`src/design/llh_pkg.sv`:
```
`timescale 1ns / 1ps
`default_nettype none
// ----------------------------------------------------------------------------
// llh_pkg
// Shared widths, types and the fixed lux threshold table of the light-level
// hysteresis block.
// ----------------------------------------------------------------------------
package llh_pkg;

   localparam int LUX_W     = 16;
   localparam int COUNT_W   = 16;
   localparam int LEVEL_W   = 3;
   localparam int REP_W     = 13;
   localparam int TABLE_ROWS = 8;

   // lux = count * 10 / 12 = count * 5 / 6, done as a multiply by a rounded-up
   // reciprocal and a shift; the error stays far below one sixth for 16-bit counts
   localparam int RECIP_W   = 20;
   localparam int LUX_SHIFT = 20;
   localparam logic [RECIP_W-1:0] LUX_RECIP = 20'd873814;
   localparam int PROD_W    = COUNT_W + RECIP_W;

   // per-level thresholds and representative lux
   localparam logic [LUX_W-1:0] THR_DOWN [TABLE_ROWS] = '{
      16'd0, 16'd5, 16'd34, 16'd116, 16'd340, 16'd1160, 16'd3400, 16'd5000
   };
   localparam logic [LUX_W-1:0] THR_UP [TABLE_ROWS] = '{
      16'd10, 16'd48, 16'd188, 16'd520, 16'd1880, 16'd4500, 16'd6000, 16'd65528
   };
   localparam logic [REP_W-1:0] REP_LUX [TABLE_ROWS] = '{
      13'd5, 13'd22, 13'd75, 13'd220, 13'd800, 13'd2800, 13'd4800, 13'd6000
   };

   // comparator result
   typedef struct packed {
      logic lt;
      logic eq;
   } cmp_result_type;

endpackage
`default_nettype wire

```
`src/design/llh_cmp.sv`:
```
`timescale 1ns / 1ps
`default_nettype none
// ----------------------------------------------------------------------------
// llh_cmp
// Shared magnitude comparator: reports a < b and a == b on lux-wide operands.
// ----------------------------------------------------------------------------
module llh_cmp (
   input  wire logic [llh_pkg::LUX_W-1:0] a,
   input  wire logic [llh_pkg::LUX_W-1:0] b,
   output llh_pkg::cmp_result_type        res
);
   import llh_pkg::*;

   // one subtract-style compare
   always_comb begin
      res.lt = (a < b);
      res.eq = (a == b);
   end

endmodule
`default_nettype wire

```
`src/design/lux_level_hysteresis_top.sv`:
```
`timescale 1ns / 1ps
`default_nettype none
// ----------------------------------------------------------------------------
// lux_level_hysteresis_top
// Converts a raw light count to lux and picks a brightness level with
// hysteresis over a fixed eight-row threshold table.
// ----------------------------------------------------------------------------
// Usage:
//   req_* carries one raw 16-bit count per transfer. rsp_* returns one result
//   per request: lux, the chosen level and that level's representative lux.
//   The block works on one item at a time; req_tready is high only while the
//   sequencer is idle.
// Sequence:
//   After acceptance the count is scaled, then compared with the stored lux;
//   unless the two are equal, the level then walks one table row per cycle
//   through the shared comparator, and last the result is loaded.
// Reset:
//   Synchronous, active high. Stored level and stored lux clear to zero and
//   no result is pending.
// Stall:
//   A result waits in the output register while rsp_tready is low; the next
//   result is held in the sequencer until the register frees, and no new
//   request is taken meanwhile.
// ----------------------------------------------------------------------------
module lux_level_hysteresis_top #(
   parameter int NUM_LEVELS = 8
) (
   input  wire logic        clock,
   input  wire logic        reset,
   // req_tdata: [15:0] raw_count
   input  wire logic        req_tvalid,
   output logic             req_tready,
   input  wire logic [15:0] req_tdata,
   // rsp_tdata: [15:0] lux_value, [18:16] level, [31:19] representative_lux
   output logic             rsp_tvalid,
   input  wire logic        rsp_tready,
   output logic [31:0]      rsp_tdata
);
   import llh_pkg::*;

   localparam int LEVELS_EFF = (NUM_LEVELS > TABLE_ROWS) ? TABLE_ROWS :
                               ((NUM_LEVELS < 2) ? 2 : NUM_LEVELS);
   localparam logic [LEVEL_W-1:0] TOP_LEVEL = LEVEL_W'(LEVELS_EFF - 1);

   typedef enum logic [4:0] {
      S_IDLE = 5'b00001,
      S_MUL  = 5'b00010,
      S_CMP  = 5'b00100,
      S_WALK = 5'b01000,
      S_FIN  = 5'b10000
   } state_type;

   state_type            state_ff, state_in;
   logic [COUNT_W-1:0]   count_ff, count_in;
   logic [LUX_W-1:0]     lux_ff, lux_in;
   logic [LEVEL_W-1:0]   lvl_ff, lvl_in;
   logic                 up_ff, up_in;
   logic                 chg_ff, chg_in;
   logic [LEVEL_W-1:0]   last_level_ff, last_level_in;
   logic [LUX_W-1:0]     last_lux_ff, last_lux_in;
   logic                 rsp_valid_ff, rsp_valid_in;
   logic [31:0]          rsp_data_ff, rsp_data_in;

   logic [PROD_W-1:0]    prod;
   logic [LUX_W-1:0]     cmp_b;
   cmp_result_type       cmp_res;
   logic                 fin_go;

   // scale: count times reciprocal, kept high bits
   assign prod = PROD_W'(count_ff) * PROD_W'(LUX_RECIP);

   // second operand of the shared comparator
   always_comb begin
      if (state_ff == S_CMP) begin
         cmp_b = last_lux_ff;
      end else if (up_ff) begin
         cmp_b = THR_UP[lvl_ff];
      end else begin
         cmp_b = THR_DOWN[lvl_ff];
      end
   end

   llh_cmp u_cmp (
      .a   (lux_ff),
      .b   (cmp_b),
      .res (cmp_res)
   );

   assign fin_go = !rsp_valid_ff || rsp_tready;

   // sequencer
   always_comb begin
      state_in      = state_ff;
      count_in      = count_ff;
      lux_in        = lux_ff;
      lvl_in        = lvl_ff;
      up_in         = up_ff;
      chg_in        = chg_ff;
      last_level_in = last_level_ff;
      last_lux_in   = last_lux_ff;
      rsp_data_in   = rsp_data_ff;
      rsp_valid_in  = rsp_valid_ff && !rsp_tready;

      case (state_ff)
         S_IDLE: begin
            if (req_tvalid) begin
               count_in = req_tdata;
               state_in = S_MUL;
            end
         end
         S_MUL: begin
            lux_in   = prod[LUX_SHIFT +: LUX_W];
            lvl_in   = (last_level_ff > TOP_LEVEL) ? TOP_LEVEL : last_level_ff;
            state_in = S_CMP;
         end
         S_CMP: begin
            up_in  = !cmp_res.lt && !cmp_res.eq;
            chg_in = !cmp_res.eq;
            if (cmp_res.eq) begin
               state_in = S_FIN;
            end else begin
               state_in = S_WALK;
            end
         end
         S_WALK: begin
            // one table row per cycle
            if (up_ff) begin
               if ((lvl_ff < TOP_LEVEL) && !cmp_res.lt) begin
                  lvl_in = lvl_ff + LEVEL_W'(1);
               end else begin
                  state_in = S_FIN;
               end
            end else begin
               if ((lvl_ff != '0) && cmp_res.lt) begin
                  lvl_in = lvl_ff - LEVEL_W'(1);
               end else begin
                  state_in = S_FIN;
               end
            end
         end
         S_FIN: begin
            if (fin_go) begin
               rsp_data_in  = {REP_LUX[lvl_ff], lvl_ff, lux_ff};
               rsp_valid_in = 1'b1;
               if (chg_ff) begin
                  last_level_in = lvl_ff;
                  last_lux_in   = lux_ff;
               end
               state_in = S_IDLE;
            end
         end
         default: begin
            state_in = S_IDLE;
         end
      endcase
   end

   // control registers
   always_ff @(posedge clock) begin
      if (reset) begin
         state_ff      <= S_IDLE;
         last_level_ff <= '0;
         last_lux_ff   <= '0;
         rsp_valid_ff  <= 1'b0;
      end else begin
         state_ff      <= state_in;
         last_level_ff <= last_level_in;
         last_lux_ff   <= last_lux_in;
         rsp_valid_ff  <= rsp_valid_in;
      end
   end

   // payload registers
   always_ff @(posedge clock) begin
      count_ff    <= count_in;
      lux_ff      <= lux_in;
      lvl_ff      <= lvl_in;
      up_ff       <= up_in;
      chg_ff      <= chg_in;
      rsp_data_ff <= rsp_data_in;
   end

   assign req_tready = (state_ff == S_IDLE);
   assign rsp_tvalid = rsp_valid_ff;
   assign rsp_tdata  = rsp_data_ff;

`ifndef ASSERT_OFF
   // an accepted count always goes to the scaling step
   a_accept_to_mul: assert property (@(posedge clock) disable iff (reset)
      (req_tvalid && req_tready) |=> (state_ff == S_MUL))
      else $error("accepted transfer did not start scaling");

   // the upward walk never lowers the level
   a_walk_up_monotonic: assert property (@(posedge clock) disable iff (reset)
      (state_ff == S_WALK && up_ff) |=> (lvl_ff >= $past(lvl_ff)))
      else $error("upward walk lowered the level");

   // stored state matches the result just loaded
   a_state_matches_rsp: assert property (@(posedge clock) disable iff (reset)
      (state_ff == S_FIN && fin_go) |=>
         (last_lux_ff == rsp_tdata[15:0] && last_level_ff == rsp_tdata[18:16]))
      else $error("stored lux or level differs from the result");

   // stored level stays within the levels in use
   a_level_in_range: assert property (@(posedge clock) disable iff (reset)
      (state_ff == S_FIN) |-> (last_level_ff <= TOP_LEVEL && lvl_ff <= TOP_LEVEL))
      else $error("level above the top level");
`endif

endmodule
`default_nettype wire
```
`config.mk`:
```
export PLATFORM = sky130hd
export DESIGN_NAME = lux_level_hysteresis_top
export DESIGN_NICKNAME = d
export VERILOG_FILES = /design/src/design/llh_pkg.sv /design/src/design/llh_cmp.sv /design/src/design/lux_level_hysteresis_top.sv
export SDC_FILE = /design/constraint.sdc
export NUM_CORES = 1
export LEC_CHECK = 0
export ABC_AREA = 1
export ABC_CLOCK_PERIOD_IN_PS = 6100
export BUFFER_PORTS_ARGS = -buffer_cell sky130_fd_sc_hd__buf_4
export CORE_UTILIZATION = 35
export CTS_BUF_LIST = sky130_fd_sc_hd__clkbuf_16
export CTS_CLUSTER_DIAMETER = 100
export DETAILED_ROUTE_END_ITERATION = 8
export GPL_ROUTABILITY_DRIVEN = 0
export SLEW_MARGIN = 10
export SYNTH_ARGS = -nofsm -noshare
export SYNTH_HDL_FRONTEND = slang
export SYNTH_SLANG_ARGS = --single-unit
```
`constraint.sdc`:
```
create_clock -name clock -period 6.1 [get_ports clock]
set_input_delay 0.915 -clock clock [delete_from_list [all_inputs] [get_ports clock]]
set_output_delay 0.915 -clock clock [all_outputs]
set_load 0.03 [all_outputs]
```
==> results of run 1 <==
worst max path at each step:
stage	from	end	slack (ns)	cells past startpoint
after CTS	count_ff[3]	lux_ff[6]	0.43	20
final	count_ff[3]	lux_ff[3]	0.45	18
after global placement	count_ff[3]	lux_ff[3]	0.44	18
after floorplan	count_ff[3]	lux_ff[3]	1.08	19
after detailed placement	count_ff[3]	lux_ff[6]	0.46	20
after global routing	count_ff[3]	lux_ff[6]	0.06	20
kinds of logic after synthesis:
| kind of cell | synth area share [%] |
|---|---|
| AO/OA/AOI/OAI | 9.51 |
| XOR/XNOR | 1.90 |
| adder cells (fa/ha/maj) | 38.4 |
| buffers and inverters | 9.40 |
| flip-flops | 27.3 |
| AND/OR/NAND/NOR | 13.4 |
critical path: stages (launching register included):
cell and delay (ns):
edfxtp_1 0.43, ha_1 0.37, inv_1 0.07, fa_1 0.62
inv_1 0.13, fa_1 0.58, inv_1 0.11, fa_1 0.51
fa_1 0.55, inv_1 0.06, fa_1 0.52, ha_1 0.35
nand2_1 0.18, o21bai_1 0.14, a21boi_0 0.30, nand2_1 0.16
nand2_1 0.09, nand2_1 0.07, xor2_1 0.16
cells in the final DEF, fill, tap and decap left out, types with 3 or more instances in the layout:
master	n
a21o_1	8
a21oi_1	48
a22oi_1	3
a31oi_1	7
buf_4	54
clkbuf_16	9
dfxtp_1	25
edfxtp_1	67
fa_1	81
ha_1	153
inv_1	208
inv_8	3
nand2_1	146
nand3_1	22
nand4_1	5
nor2_1	102
nor3_1	8
o211ai_1	4
o21ai_0	61
o21bai_1	7
xnor2_1	7
xor2_1	13
sequential cells by signal (all words and copies together), names as in the netlist:
signal and cells:
last_level_ff 3, lvl_ff 3, up_ff 1, last_lux_ff 16
count_ff 16, chg_ff 1, lux_ff 16, state_ff 5
rsp_tvalid 1, rsp_tdata 30
metal layers:
| metal | up-vias | GRT usage [%] | wire length [um] |
|---|---|---|---|
| met5 | - | 0 | 0 |
| met4 | 0 | 5.13 | 422 |
| met3 | 25 | 2.12 | 639 |
| met2 | 133 | 28.3 | 9840 |
| met1 | 3186 | 21.8 | 9840 |
| li1 | 3404 | - | - |
per-stage QoR:
step | instance area, um^2 | setup slack, ns | instances | util (%) | hold slack, ns
after floorplan | 9200 | 1.08 | 1019 | - | 0.426
after global placement | 9930 | 0.440 | 1389 | 39.0 | 0.458
after detailed placement | 9930 | 0.465 | 1389 | 39.0 | 0.457
after CTS | 10200 | 0.425 | 1405 | 40.2 | 0.473
after global routing | 10200 | 0.0588 | 1405 | 40.2 | 0.496
final | 10200 | 0.447 | 1405 | 40.2 | 0.476
final cells by class:
class / count / area [um^2]
multi-input combinational: 704 / 5820
clock buffer: 9 / 225
sequential: 92 / 2510
inverter: 209 / 785
fill: 2569 / 15200
tap: 330 / 413
timing repair buffer: 54 / 405
clock inverter: 7 / 75.1
==> results.yml, run 1 <==
synth:
  syn_area_mm2: 0.00920
  syn_inst: 1019
  ys_warn_count: 0
  synthArstFlopShare_pct: 0
  yosysTopAreaCellShare_pct: 21.9
  ys_seq_area_share_pct: 27.3
  synth_common_cells: "inv_1 (208), ha_1 (153), nand2_1 (146), nor2_1 (102), fa_1 (81)"
  synth_cell_type_count: 43
  postSynthAreaPerCell_um2: 9.02
  synth_nets: 1273
  synth_edf_count: 67
  ys.flop_type: "edfxtp_1"
  ys_seq_elements: 92
  synth_most_common_cell: "inv_1"
  netlist_top_cells_area: "edfxtp_1 (22%), ha_1 (21%), fa_1 (18%)"
  yosys.area.top_type: "edfxtp_1"
clocking:
  cts_sinks: 92
  cts_tree: "yes"
  cts_resized: 0
  cts_buffers: 9
  cts_setup_buffers: 0
  clock-root-buffer: "clkbuf_16"
  path_clk_slew_ns: 0.08
  clk_latency_ns: 0.36
  cts_buffer_depth: 2
  cts_hold_buf: 0
  cts_max_level: 3
routing:
  dr.pass1.iters: 5
  drc_errors: 0
  vias: 6748
  wl_per_cell_um: 14.8
  vias_per_cell: 4.80
  ant_nets: 0
  drt-initial-drc-count: 430
  wirelength_um: 20700
worst_setup_path:
  critPathMaxFanout: 5
  worstReg2RegStart: "count_ff[3]"
  critPathLaunchType: "register"
  regToRegEndpoint: "lux_ff[3]"
  rr_worst_depth: 18
  regToRegSetupSlack_ns: 0.45
  cp.arrival_ns: 5.75
  end_kind: "register"
  required_ns: 6.20
  path_class: "register to register"
flow_run:
  maxCapViolations: 0
placement:
  io_buffers: 53
  dp_hpwl_um: 17500
finish:
  antenna_cells: 0
  nets: 1324
  drive_gt1_share_pct: 7.91
  area_growth_pct: 11.3
floorplan:
  dieArea_mm2: 0.0269
  coreArea_mm2: 0.0255
  die_h_um: 164
  start_util_pct: 36.1
  row_count: 58
  num_io_pins: 54
  die_x_um: 164
global_route:
  overflow: 0
  grt_pass1_wl_um: 34600
  antenna_found_initial: 0
  grt_max_degree: 32
  track_usage_pct: 16.6
  grt_pass1_vias: 6875
status:
  status: "complete, no violations"
sta:
  post-route-min-period_ns: 5.65
  rsz0062_at_grt: "false"
  fin_skew_ns: 0.0110
  finalHoldViolations: 0
  slew_headroom_pct: 40.2
  tns_ns: 0
  post-route-period-util_pct: 92.7
  final_max_slew_viol_count: 0
  worstMarginPinSlew_ns: 0.894
  setup_viol: 0
  clock.fmax_ghz: 0.177
min_path:
  hold_class: "register to register"
  min-delay-start: "lux_ff[0]"
  min_path_cells: 0
  worstHoldEndpoint: "rsp_tdata[0]"
Power of run 1 is not shown: default switching activity piles up to over one toggle a cycle in this logic, so the estimate is an artifact.
==> run 2: changes to the inputs <==
--- a/config.mk
+++ b/config.mk
@@ -8,11 +8,13 @@
 export ABC_AREA = 1
 export ABC_CLOCK_PERIOD_IN_PS = 6100
 export BUFFER_PORTS_ARGS = -buffer_cell sky130_fd_sc_hd__buf_4
-export CORE_UTILIZATION = 35
+export CORE_UTILIZATION = 50
 export CTS_BUF_LIST = sky130_fd_sc_hd__clkbuf_16
 export CTS_CLUSTER_DIAMETER = 100
 export DETAILED_ROUTE_END_ITERATION = 8
 export GPL_ROUTABILITY_DRIVEN = 0
+export GPL_TIMING_DRIVEN = 0
+export PLACE_DENSITY = 0.72
 export SLEW_MARGIN = 10
 export SYNTH_ARGS = -nofsm -noshare
 export SYNTH_HDL_FRONTEND = slang
==> results.yml, run 2 (synthesized netlist as in run 1, its figures left out) <==
sta:
  clock.fmax_ghz: 0.175
  final_max_slew_viol_count: 0
  fin_skew_ns: 0.0103
  post-route-period-util_pct: 93.9
  holdWs_ns: 0.485
  worstMarginPinSlew_ns: 0.878
  post-route-min-period_ns: 5.73
  tns_ns: 0
  finalHoldViolations: 0
  rsz0062_at_grt: "false"
  slew_headroom_pct: 41.3
  setup_viol: 0
status:
  status: "complete, no violations"
routing:
  drc_errors: 0
  vias: 6824
  vias_per_cell: 5.18
  wl_per_cell_um: 14.7
  drt-initial-drc-count: 384
  ant_nets: 0
  dr.pass1.iters: 5
  wirelength_um: 19300
worst_setup_path:
  end_kind: "register"
  rr_worst_depth: 20
  critPathMaxFanout: 3
  regToRegEndpoint: "lux_ff[14]"
  regToRegSetupSlack_ns: 0.37
  required_ns: 6.22
  crit_path_start: "count_ff[3]"
  critPathLaunchType: "register"
  path_class: "register to register"
  cp.arrival_ns: 5.84
  endpoint: "lux_ff[14]"
  worstReg2RegStart: "count_ff[3]"
floorplan:
  dieArea_mm2: 0.0189
  row_count: 49
  die_h_um: 138
  coreArea_mm2: 0.0180
  start_util_pct: 51.0
  num_io_pins: 54
  die_x_um: 138
min_path:
  hold_class: "register to register"
placement:
  dp_hpwl_um: 16500
  io_buffers: 53
  place_inst: 1302
  dpl_cell_area_mm2: 0.00990
global_route:
  overflow: 0
  antenna_found_initial: 0
  track_usage_pct: 22.6
  grt_max_degree: 32
  grt_pass1_wl_um: 32800
  grt_pass1_vias: 6856
finish:
  final_common_cell: "inv_1"
  finalNonFillerCells: 1318
  final_cell_area_mm2: 0.0102
  drive_gt1_share_pct: 8.63
  fill_cells: 1630
  area_growth_pct: 11.0
  nets: 1338
  mostFrequentLayoutCells: "inv_1 (208), ha_1 (153), nand2_1 (146), nor2_1 (101), fa_1 (81)"
  largest_reg_flops: 30
  antenna_cells: 0
clocking:
  cts_buffers: 9
  cts_max_level: 3
  clk_latency_ns: 0.36
  path_clk_slew_ns: 0.07
  cts_sinks: 92
  cts_tree: "yes"
  cts_setup_buffers: 0
  cts_resized: 0
  cts_buffer_depth: 2
  cts_hold_buf: 0
  clock-root-buffer: "clkbuf_16"
flow_run:
  maxCapViolations: 0
-- run 2: worst min-delay path by stage --
stage | depth (start not counted) | slack, ns | startpoint | end
after floorplan | 0 | 0.43 | lux_ff[0] | rsp_tdata[0]
after global placement | 2 | 0.46 | last_lux_ff[9] | last_lux_ff[9]
after detailed placement | 2 | 0.47 | last_lux_ff[9] | last_lux_ff[9]
after CTS | 2 | 0.49 | last_lux_ff[13] | last_lux_ff[13]
after global routing | 0 | 0.51 | lux_ff[0] | rsp_tdata[0]
final | 0 | 0.48 | lux_ff[0] | rsp_tdata[0]
-- run 2: metal layers --
layer	share of wire, %	wire, um	global-route usage (%)
met5	0	0	0
met3	3.7	724	2.80
met1	45	8690	28.7
met4	1.6	313	6.65
met2	50	9600	40.1
-- run 2: cell type report --
type | instances | area, um^2 | share of cell area (%)
repair buffers | 54 | 413 | 4.05
plain buffers | 14 | 80.1 | 0.785
multi-input cells | 704 | 5820 | 57.1
flip-flops and latches | 92 | 2510 | 24.6
clock buffers | 9 | 225 | 2.21
well taps | 229 | 287 | 2.81
clock inverters | 7 | 80.1 | 0.785
inverters | 209 | 785 | 7.69
-- run 2: critical path: stages, from the launching register on --
cell and delay, ns:
edfxtp_1 0.43, ha_1 0.38, inv_1 0.07, fa_1 0.62, inv_1 0.12, fa_1 0.57
inv_1 0.11, fa_1 0.52, fa_1 0.54, inv_1 0.05, fa_1 0.53, ha_1 0.37
nand2_1 0.10, nor2_1 0.15, nand2_1 0.07, o21ai_0 0.38, nand2_1 0.09, nand2_1 0.12
nand2_1 0.09, nand3_1 0.08, nand2_1 0.06
-- run 2: stage by stage --
| stage | setup WS [ns] | utilization, % |
|---|---|---|
| floorplan | 1.08 | - |
| detailed placement | 0.363 | 54.9 |
| global placement | 0.412 | 54.8 |
| finish | 0.373 | 56.6 |
| CTS | 0.350 | 56.6 |
| global route | 0.00347 | 56.6 |
Power of run 2 is left out for the same reason.
==> run 3: changes to the inputs <==
--- a/config.mk
+++ b/config.mk
@@ -5,7 +5,6 @@
 export SDC_FILE = /design/constraint.sdc
 export NUM_CORES = 1
 export LEC_CHECK = 0
-export ABC_AREA = 1
 export ABC_CLOCK_PERIOD_IN_PS = 6100
 export BUFFER_PORTS_ARGS = -buffer_cell sky130_fd_sc_hd__buf_4
 export CORE_UTILIZATION = 50
==> results.yml, run 3 <==
synth:
  synth_common_cells: "ha_1 (153), inv_1 (145), fa_1 (81), edfxtp_1 (67), nor2_1 (55)"
  ys.flop_type: "edfxtp_1"
  postSynthAreaPerCell_um2: 10.6
  yosys.area.top_type: "edfxtp_1"
  synth_cell_type_count: 61
  ys_seq_elements: 92
  netlist_top_cells_area: "edfxtp_1 (23%), ha_1 (22%), fa_1 (18%)"
  ys_warn_count: 0
  syn_inst: 834
  synth_nets: 1088
  synth_most_common_cell: "ha_1"
  synthArstFlopShare_pct: 0
  yosysTopAreaCellShare_pct: 22.8
  synth_edf_count: 67
  syn_area_mm2: 0.00882
  ys_seq_area_share_pct: 28.5
worst_setup_path:
  crit_path_start: "count_ff[12]"
  regToRegSetupSlack_ns: 0.32
  cp.arrival_ns: 5.89
  path_class: "register to register"
  required_ns: 6.20
  end_kind: "register"
  endpoint: "lux_ff[13]"
  rr_worst_depth: 18
  regToRegEndpoint: "lux_ff[13]"
  critPathMaxFanout: 5
  critPathLaunchType: "register"
  worstReg2RegStart: "count_ff[12]"
clocking:
  cts_buffer_depth: 2
  clk_latency_ns: 0.36
  cts_setup_buffers: 0
  cts_buffers: 9
  path_clk_slew_ns: 0.07
  cts_tree: "yes"
  clock-root-buffer: "clkbuf_16"
  cts_max_level: 3
  cts_sinks: 92
  cts_hold_buf: 0
  cts_resized: 0
global_route:
  overflow: 0
  antenna_found_initial: 0
  grt_max_degree: 32
  grt_pass1_wl_um: 28700
  track_usage_pct: 20.4
  grt_pass1_vias: 6166
status:
  status: "complete, no violations"
floorplan:
  coreArea_mm2: 0.0172
  dieArea_mm2: 0.0182
  die_h_um: 135
  row_count: 48
  die_x_um: 135
  start_util_pct: 51.2
  num_io_pins: 54
routing:
  vias: 6081
  vias_per_cell: 5.39
  drt-initial-drc-count: 258
  wirelength_um: 17400
  ant_nets: 0
  dr.pass1.iters: 5
  drc_errors: 0
  wl_per_cell_um: 15.4
sta:
  setup_viol: 0
  rsz0062_at_grt: "false"
  worstMarginPinSlew_ns: 0.829
  post-route-period-util_pct: 94.8
  post-route-min-period_ns: 5.78
  clock.fmax_ghz: 0.173
  tns_ns: 0
  holdWs_ns: 0.492
  fin_skew_ns: 0.00773
  final_max_slew_viol_count: 0
  slew_headroom_pct: 44.6
  fin_ws_ns: 0.318
  finalHoldViolations: 0
finish:
  largest_reg_flops: 30
  drive_gt1_share_pct: 9.63
  antenna_cells: 0
  final_common_cell: "ha_1"
  nets: 1152
  area_growth_pct: 11.1
  mostFrequentLayoutCells: "ha_1 (153), inv_1 (145), fa_1 (81), edfxtp_1 (67), buf_4 (56)"
placement:
  io_buffers: 53
  dp_hpwl_um: 14900
  preCtsSetupSlack_ns: 0.318
min_path:
  hold_class: "register to register"
flow_run:
  maxCapViolations: 0
==> run 3: changes by cell type after synthesis, sizes merged, moves of 7 or more <==
cell	previous run	this run
mux2i	0	22
nor2	106	55
xnor2	7	19
a21o	8	16
nand2	147	32
inv	209	145
o21ai	64	33
nand3	24	9
o21bai	7	0
nor2b	0	9
==> run 3: logic make-up after synthesis <==
family,count (synthesis),synth area share (%)
AOI/OAI and AO/OA,142,10.4
and+or+nand+nor,155,8.59
muxes,25,2.88
buffers and inverters,159,6.89
xor gates and xnor gates,27,2.68
DFF,92,28.5
adders and majority gates,234,40.1
==> run 3: metal layers <==
metal  wire length, um  up-vias  GRT usage, %  share of wire [%]
li1                  -     2986             -                  -
met1              7570     2913          24.8                 43
met2              8750      151          36.1                 50
met3               652       31          3.15                3.7
met4               448        0          8.36                2.6
met5                 0        -             0                  0
==> run 3: area by class of cell <==
type	count	area, um^2
fillers	1478	7430
multi-input cells	583	5710
flip-flops and latches	92	2510
inverters	146	548
repair buffers	53	398
well taps	225	282
clock buffers	9	225
clock inverters	7	70.1
plain buffers	13	60.1
==> run 3: worst min-delay path by stage <==
stage,end,startpoint,cells past startpoint
floorplan,rsp_tdata[0],lux_ff[0],0
global placement,rsp_tdata[0],lux_ff[0],0
detailed placement,last_lux_ff[6],last_lux_ff[6],2
CTS,rsp_tdata[0],lux_ff[0],0
global route,rsp_tdata[0],lux_ff[0],0
finish,rsp_tdata[0],lux_ff[0],0
==> run 3: critical path, cell delays in order (launching register included) <==
cell,delay [ns]
edfxtp_1,0.45
ha_1,0.40
inv_1,0.08
fa_1,0.54
xnor2_1,0.22
ha_1,0.20
or2_2,0.35
fa_1,0.50
fa_1,0.54
inv_1,0.06
fa_1,0.55
inv_1,0.05
ha_1,0.35
a21oi_1,0.16
o21ai_0,0.20
nor2_1,0.23
o211ai_4,0.14
a221o_1,0.36
xor2_1,0.15
==> run 3: metrics by stage <==
step | instances | util [%] | cell area, um^2
floorplan | 834 | - | 8820
global placement | 1112 | 55.1 | 9500
detailed placement | 1112 | 55.2 | 9510
CTS | 1128 | 56.9 | 9800
global route | 1128 | 56.9 | 9800
finish | 1128 | 56.9 | 9800
Power of run 3 is left out for the same reason.
